<file path="config.mk">
export PLATFORM = sky130hd
export DESIGN_NAME = c3lb_front
export DESIGN_NICKNAME = d
export VERILOG_FILES = /design/src/c3lb_pkg.sv /design/src/c3lb_front.sv
export SDC_FILE = /design/constraint.sdc
export NUM_CORES = 1
export LEC_CHECK = 0
export BUFFER_PORTS_ARGS = -buffer_cell sky130_fd_sc_hd__buf_2
export CORE_MARGIN = 1
export CORE_UTILIZATION = 49
export CTS_BUF_LIST = sky130_fd_sc_hd__clkbuf_4 sky130_fd_sc_hd__clkbuf_8
export DETAILED_ROUTE_END_ITERATION = 10
export GPL_ROUTABILITY_DRIVEN = 0
export GPL_TIMING_DRIVEN = 0
export HOLD_SLACK_MARGIN = 0.06
export PLACE_DENSITY = 0.8
export SKIP_CTS_REPAIR_TIMING = 1
export SLEW_MARGIN = 20
export SYNTH_ARGS = -nofsm -noshare
export SYNTH_HDL_FRONTEND = slang
export SYNTH_SLANG_ARGS = --single-unit
</file>
<file path="constraint.sdc">
create_clock -name clock -period 2.4 [get_ports clock]
set_input_delay 0.48 -clock clock [delete_from_list [all_inputs] [get_ports clock]]
set_output_delay 0.48 -clock clock [all_outputs]
set_load 0.05 [all_outputs]
</file>
<file path="src/c3lb_pkg.sv">
// ----------------------------------------------------------------------------
// c3lb_pkg: shared types and constants
// beat layouts, action and register codes, configuration defaults and the
// classified item that travels from the front end to the engine
// ----------------------------------------------------------------------------
package c3lb_pkg;

   localparam int DATA_BITS         = 16;
   localparam int KERNEL_SIZE       = 3;
   localparam int NUM_TAPS          = KERNEL_SIZE * KERNEL_SIZE;
   localparam int ACC_BITS          = 40;
   localparam int FRAC_BITS         = 8;
   localparam int MAX_USED_CHANNELS = 16;
   localparam int MAX_TILE_ROWS     = 256;
   localparam int MIN_TILE_SIZE     = 3;
   localparam int QUEUE_DEPTH       = 2;

   localparam int DEF_IN_CHANNELS   = 16;
   localparam int DEF_OUT_CHANNELS  = 16;
   localparam int DEF_MAX_TILE_COLS = 64;

   // action codes
   localparam logic [1:0] ACT_LOAD_WEIGHT = 2'd0;
   localparam logic [1:0] ACT_LOAD_BIAS   = 2'd1;
   localparam logic [1:0] ACT_PIXEL       = 2'd2;
   localparam logic [1:0] ACT_RESTART     = 2'd3;

   // register indexes
   localparam int CSR_IDX_W  = 3;
   localparam int CSR_DATA_W = 9;
   localparam logic [CSR_IDX_W-1:0] CSR_IN_CHANNELS_USED = 3'd0;
   localparam logic [CSR_IDX_W-1:0] CSR_RELU_ENABLE      = 3'd1;
   localparam logic [CSR_IDX_W-1:0] CSR_RESIDUAL_ENABLE  = 3'd2;
   localparam logic [CSR_IDX_W-1:0] CSR_TILE_COLS        = 3'd3;
   localparam logic [CSR_IDX_W-1:0] CSR_TILE_ROWS        = 3'd4;

   typedef struct packed {
      logic [1:0]                  action;
      logic [3:0]                  in_channel;
      logic [3:0]                  out_channel;
      logic [3:0]                  tap;
      logic signed [DATA_BITS-1:0] value;
   } req_type;

   typedef struct packed {
      logic [3:0]                  out_channel_index;
      logic [7:0]                  out_row;
      logic [5:0]                  out_col;
      logic signed [DATA_BITS-1:0] conv_value;
      logic signed [DATA_BITS-1:0] sum_value;
      logic                        last;
   } rsp_type;

   typedef struct packed {
      logic [4:0] in_channels_used;
      logic       relu_enable;
      logic       residual_enable;
      logic [6:0] tile_cols;
      logic [8:0] tile_rows;
   } cfg_type;

   localparam cfg_type CFG_RESET = '{
      in_channels_used: 5'd16,
      relu_enable:      1'b1,
      residual_enable:  1'b1,
      tile_cols:        7'd34,
      tile_rows:        9'd34
   };

   typedef enum logic [1:0] {
      KIND_WEIGHT,
      KIND_BIAS,
      KIND_PIXEL,
      KIND_RESTART
   } kind_type;

   typedef struct packed {
      kind_type kind;
      logic     in_range;
      req_type  req;
   } item_type;

endpackage

</file>
<file path="src/c3lb_front.sv">
// ----------------------------------------------------------------------------
// c3lb_front: input front end
// takes request beats, classifies them and holds them in a two-entry queue
// ----------------------------------------------------------------------------
module c3lb_front import c3lb_pkg::*; #(
   parameter int IN_CHANNELS  = DEF_IN_CHANNELS,
   parameter int OUT_CHANNELS = DEF_OUT_CHANNELS
) (
   input  logic     clock,
   input  logic     reset,
   input  logic     req_valid,
   output logic     req_stall,
   input  req_type  req_data,
   input  logic     hold,
   output logic     q_valid,
   output item_type q_item,
   input  logic     q_pop
);

   localparam int QPTR_W = $clog2(QUEUE_DEPTH);
   localparam int QCNT_W = $clog2(QUEUE_DEPTH + 1);

   item_type          fifo_ff [QUEUE_DEPTH];
   logic [QPTR_W-1:0] wr_ptr_ff;
   logic [QPTR_W-1:0] rd_ptr_ff;
   logic [QCNT_W-1:0] count_ff;
   item_type          item_in;
   logic              push;

   // classify
   always_comb begin
      item_in.req = req_data;
      unique case (req_data.action)
         ACT_LOAD_WEIGHT: begin
            item_in.kind     = KIND_WEIGHT;
            item_in.in_range = (int'(req_data.in_channel) < IN_CHANNELS) &&
                               (int'(req_data.out_channel) < OUT_CHANNELS) &&
                               (int'(req_data.tap) < NUM_TAPS);
         end
         ACT_LOAD_BIAS: begin
            item_in.kind     = KIND_BIAS;
            item_in.in_range = int'(req_data.out_channel) < OUT_CHANNELS;
         end
         ACT_PIXEL: begin
            item_in.kind     = KIND_PIXEL;
            item_in.in_range = int'(req_data.in_channel) < IN_CHANNELS;
         end
         ACT_RESTART: begin
            item_in.kind     = KIND_RESTART;
            item_in.in_range = 1'b1;
         end
      endcase
   end

   assign req_stall = hold || (count_ff == QCNT_W'(QUEUE_DEPTH));
   assign push      = req_valid && !req_stall;
   assign q_valid   = count_ff != '0;
   assign q_item    = fifo_ff[rd_ptr_ff];

   always_ff @(posedge clock) begin
      if (push) begin
         fifo_ff[wr_ptr_ff] <= item_in;
      end
   end

   always_ff @(posedge clock) begin
      if (reset) begin
         wr_ptr_ff <= '0;
         rd_ptr_ff <= '0;
         count_ff  <= '0;
      end else begin
         if (push) begin
            wr_ptr_ff <= wr_ptr_ff + 1'b1;
         end
         if (q_pop) begin
            rd_ptr_ff <= rd_ptr_ff + 1'b1;
         end
         unique case ({push, q_pop})
            2'b10:   count_ff <= count_ff + 1'b1;
            2'b01:   count_ff <= count_ff - 1'b1;
            default: count_ff <= count_ff;
         endcase
      end
   end

endmodule

</file>
# Word level (Yosys, flattened, before mapping)
# Memories as Yosys holds them, arrays and structs flattened. A register that Yosys moved wholly into a read port is not among the register bits.
# Cells that the tools add are included.
# word_totals
reg_bits,4
memories,1
elab_cells,27
inputBits,35
ramBits,66
# mem_list
name,words,width,read_ports,rd_clocked_by_memory_dff,wr,line_no,source
fifo_ff,2,33,1,1,1,c3lb_front.sv:23,item_type fifo_ff [QUEUE_DEPTH];
# op_classes
n_eq_ne,6
addsub,4
n_mux,6
n_reduce_logical,6
order_cmp,1
# op_table
cell,n
$pmux W3 S4,1
$eq A2 B2 Y1 const B,4
$eq A2 B1 Y1 const B,2
$lt A4 B4 Y1 const B,1
$mux W1,4
$pmux W2 S2,1
$reduce_bool A2 Y1,2
$add A1 B1 Y1 const B,2
$add A2 B1 Y2 const B,1
$logic_not A2 Y1,1
$sub A2 B1 Y2 const B,1
$logic_and A1 B1 Y1,1
$logic_not A1 Y1,1
$logic_or A1 B1 Y1,1

# Logic depth before layout (Yosys ltp)
# depth
word_depth,6
ltp_mapped,6
depth_no_buf,6

# Worst setup path after synthesis
# No wires, ideal clock.
# synth_timing
path_kind,input-to-reg
startpoint,input hold
endpoint,memory fifo_ff[0][0] (netlist name) (enable)
cell_stages,2
path_slack_ps,-132
arrival_time_ps,2108
cell_sequence,nand3b_1 -> nor2_1
# synth_via
elab_chain_cells,5
# synth_rtl
item,line_no,source
from (decl),c3lb_front.sv:14,"input logic hold,"
$logic_or A1 B1 Y1,c3lb_front.sv:55,assign req_stall = hold || (count_ff == QCNT_W'(QUEUE_DEPTH));
$logic_not A1 Y1,c3lb_front.sv:56,assign push = req_valid && !req_stall;
$logic_and A1 B1 Y1,c3lb_front.sv:56,
$mux W1,c3lb_front.sv:61,if (push) begin
$mux W1 (not written as such),c3lb_front.sv:62,fifo_ff[wr_ptr_ff] <= item_in;
to (decl),c3lb_front.sv:23,
# No other way between the ends.

==> results.md <==
- Warning count from the yosys run: 0
- Vias in the first global route: approximately 1400
- Power Total: about 0.003 W
- Max Fclk: 464.9 MHz
- Yosys cell types: 18
- Sw Ratio: between 20% and 30%
- Yosys top cell by area: edfxtp_1
- Post-Synthesis Cells: 133
- WL per Instance: 14.99 um
- Area fraction of the dominant cell type after synthesis: between 70% and 80%
- Top-count cell post-synth: edfxtp_1
- CTS H-tree depth: 3
- Clock skew: 0.007682 ns
- Placed cells: between 200 and 300
- Worst Hold Path EP: fifo_ff[0][7]$_DFFE_PP_
- Top cells by count, synth: edfxtp_1, mux2_2, nor2_1
- Vias: 1419
- Status: complete, no violations
- Residual DRC count: 0
- First drt pass iteration count: 4
- Hold Crit Start: req_data[7]
- TritonCTS clock tree: done
- ANT cells: 0
- Final Critical Period: 2.151 ns
- Power Internal: approximately 0.0023 W
- Maximum vdd ir drop: 0.0005772 V
- Nets: 251
- Worst-Skew Late Latency: 0.33 ns
- Multi-input gate area: 521.8 um2
- Leak pwr: 1.259 nW
- RR Endpoint: fifo_ff[0][23]$_DFFE_PP_
- CP endpoint kind: output pin
- Reg2Reg Depth: 4
- DRT iter0 DRCs: 72
- Synth async-reset ratio: 0%
- Largest net degree at the start of global routing: 18
- FF+latch count, synth: 71
- Synthesis-to-layout area growth: 28.18%
- Gate power share: 16.5%
- Fin cells: 290
- CTS Buf Count: 9
- Mapped Area: 2620 um2
- Fill cell count: 398
- Total GRT Usage: 17.03%
- Sw power: 0.0007836 W
- GR Overflow Total: 0
- Clock sink total: 71
- Antenna violations before repair: 0
- Port bufs: 69
- Area contributors post-synth: edfxtp_1, mux2_2, dfxtp_1
- Sequential cell area: 2082 um2
- Worst EP required: 1.92 ns
- Pre-CTS WS: about 0.37 ns
- Vias/cell: 4.893
- DIE AREA: around 5600 um2
- Clk pwr share: 36.1%
- Main synth FF type: edfxtp_1
- Min-Delay Path Class: in2reg
- EDFF count, synth: 66
- CP arrival: ~1.7 ns
- DP Wirelength: 2948 um
- Row cnt: 26
- R2R Path Start: count_ff[0]$_SDFFE_PP0P_
- Final hold slack: 0.3328 ns
- Sequential Power Share: between 40% and 50%
- Design Area, Final: 3358 um2
- Slew Viols, Final: 0
- Setup crit start kind: flop
- Register area share after synthesis: 79.47%
- Die X: between 70 and 80 um
- Final Setup Violations: 0
- FF-to-FF setup slack: 0.50 ns
- Root buffer cell: clkbuf_8
- Initial core utilization: 50.97%
- Total core area: 5140 um2
- Setup slack after layout: 0.2492 ns
- Setup Crit Path Kind: reg2out
- Post-Route WL: 4348 um
- Fin crit share: 89.62%
- First-pass GRT wire length: 6596 um
- Max Cap Violations: 0
- RSZ-0062 raised after global routing: false
- Worst slew margin: 61.87%
- Antenna viol nets, final: 0
- Hold depth: 1
- DIE HEIGHT: 75.12 um
- Syn_nets: roughly 170
- Io pins: 70
- Clock Path Buffers: 2
- Hold Violations, Final: 0
- Worst Max-Slew Pin Slew: 0.5706 ns
- Pwr Density: 906.1 nW/um2
- Placed cell areas: 3123 um2
- Crit-path max FO: 10
- Layout cells sized above 1: about 58%
- Clock-pin slew on the worst setup and hold paths: 0.07 ns
- Average size of a mapped cell: 19.70 um2
[cell type report]
class / count / area share, %
Buffer: 6 / 0.8197
Clock buffer: 9 / 3.689
Clock inverter: 7 / 3.316
Inverter: 1 / 0.1118
Multi-Input combinational cell: 55 / 15.54
Sequential cell: 71 / 62.00
Tap cell: 70 / 2.608
Timing Repair Buffer: 71 / 11.92
[critical path: stages (launching register included)]
cell     delay [ns]
dfxtp_1        0.30
buf_2          0.17
buf_2          0.29
mux2_2         0.37
buf_2          0.21
[routing by layer]
layer	track usage (%)	part of all wire, %	vias to the layer above
li1	-	-	675
met1	18.82	40	697
met2	28.53	55	38
met3	4.284	3.2	9
met4	12.58	2.0	0
met5	0	0	-
[cells in the final DEF (no fill, tap or decap), types with 2 or more instances in the layout]
cell,instances
buf_2,73
edfxtp_1,66
mux2_2,34
clkbuf_8,9
nor2_1,6
dfxtp_1,5
bufinv_16,3
clkbuf_1,2
or3_1,2
nor2_4,2
xnor2_1,2
clkinv_2,2
buf_16,2
[sequential cells by signal, summed over array words and instances, names as in the netlist, named ones only]
register / count
count_ff: 2
fifo_ff: 66
wr_ptr_ff: 1
rd_ptr_ff: 1
[how the worst max path moves through the flow]
stage	startpoint	end	slack, ns	depth (start not counted)
2_1_floorplan	hold	fifo_ff[0][0]$_DFFE_PP_	-0.13	2
3_3_place_gp	hold	fifo_ff[0][20]$_DFFE_PP_	-1.03	3
3_5_place_dp	hold	fifo_ff[0][0]$_DFFE_PP_	0.37	4
4_1_cts	flop	q_item[27]	0.22	4
5_1_grt	flop	q_item[20]	0.15	4
6_report	flop	q_item[27]	0.25	4
[kinds of logic (layout without fill, tap and decap cells)]
logic type / count (synthesis) / after routing / share of synthesized area [%]
AOI/OAI and AO/OA: 2 / 2 / 0.3817
adders and majority gates: 1 / 1 / 0.4775
xor gates and xnor gates: 3 / 3 / 1.003
buffers and inverters: 7 / 94 / 1.194
muxes: 34 / 34 / 14.61
and+or+nand+nor: 15 / 15 / 2.866
DFF: 71 / 71 / 79.47
[power by group through the flow]
stage / Combinational (W) / Clock, W / Sequential [W]
after global placement: 0.000477 / 0 / 0.00147
final: 0.000501 / 0.00110 / 0.00144
after CTS: 0.000506 / 0.00112 / 0.00144
after floorplan: 0.000371 / 0 / 0.00146
after detailed placement: 0.000503 / 0 / 0.00147
after global routing: 0.000530 / 0.00116 / 0.00145
[metrics by stage]
| stage | utilization, % | setup TNS, ns |
|---|---|---|
| after floorplan | - | -8.690 |
| after global placement | 59.40 | -67.40 |
| after detailed placement | 60.76 | 0 |
| after CTS | 65.34 | 0 |
| after global routing | 65.34 | 0 |
| final | 65.34 | 0 |
No activity file was read; power rests on OpenSTA's default activity.
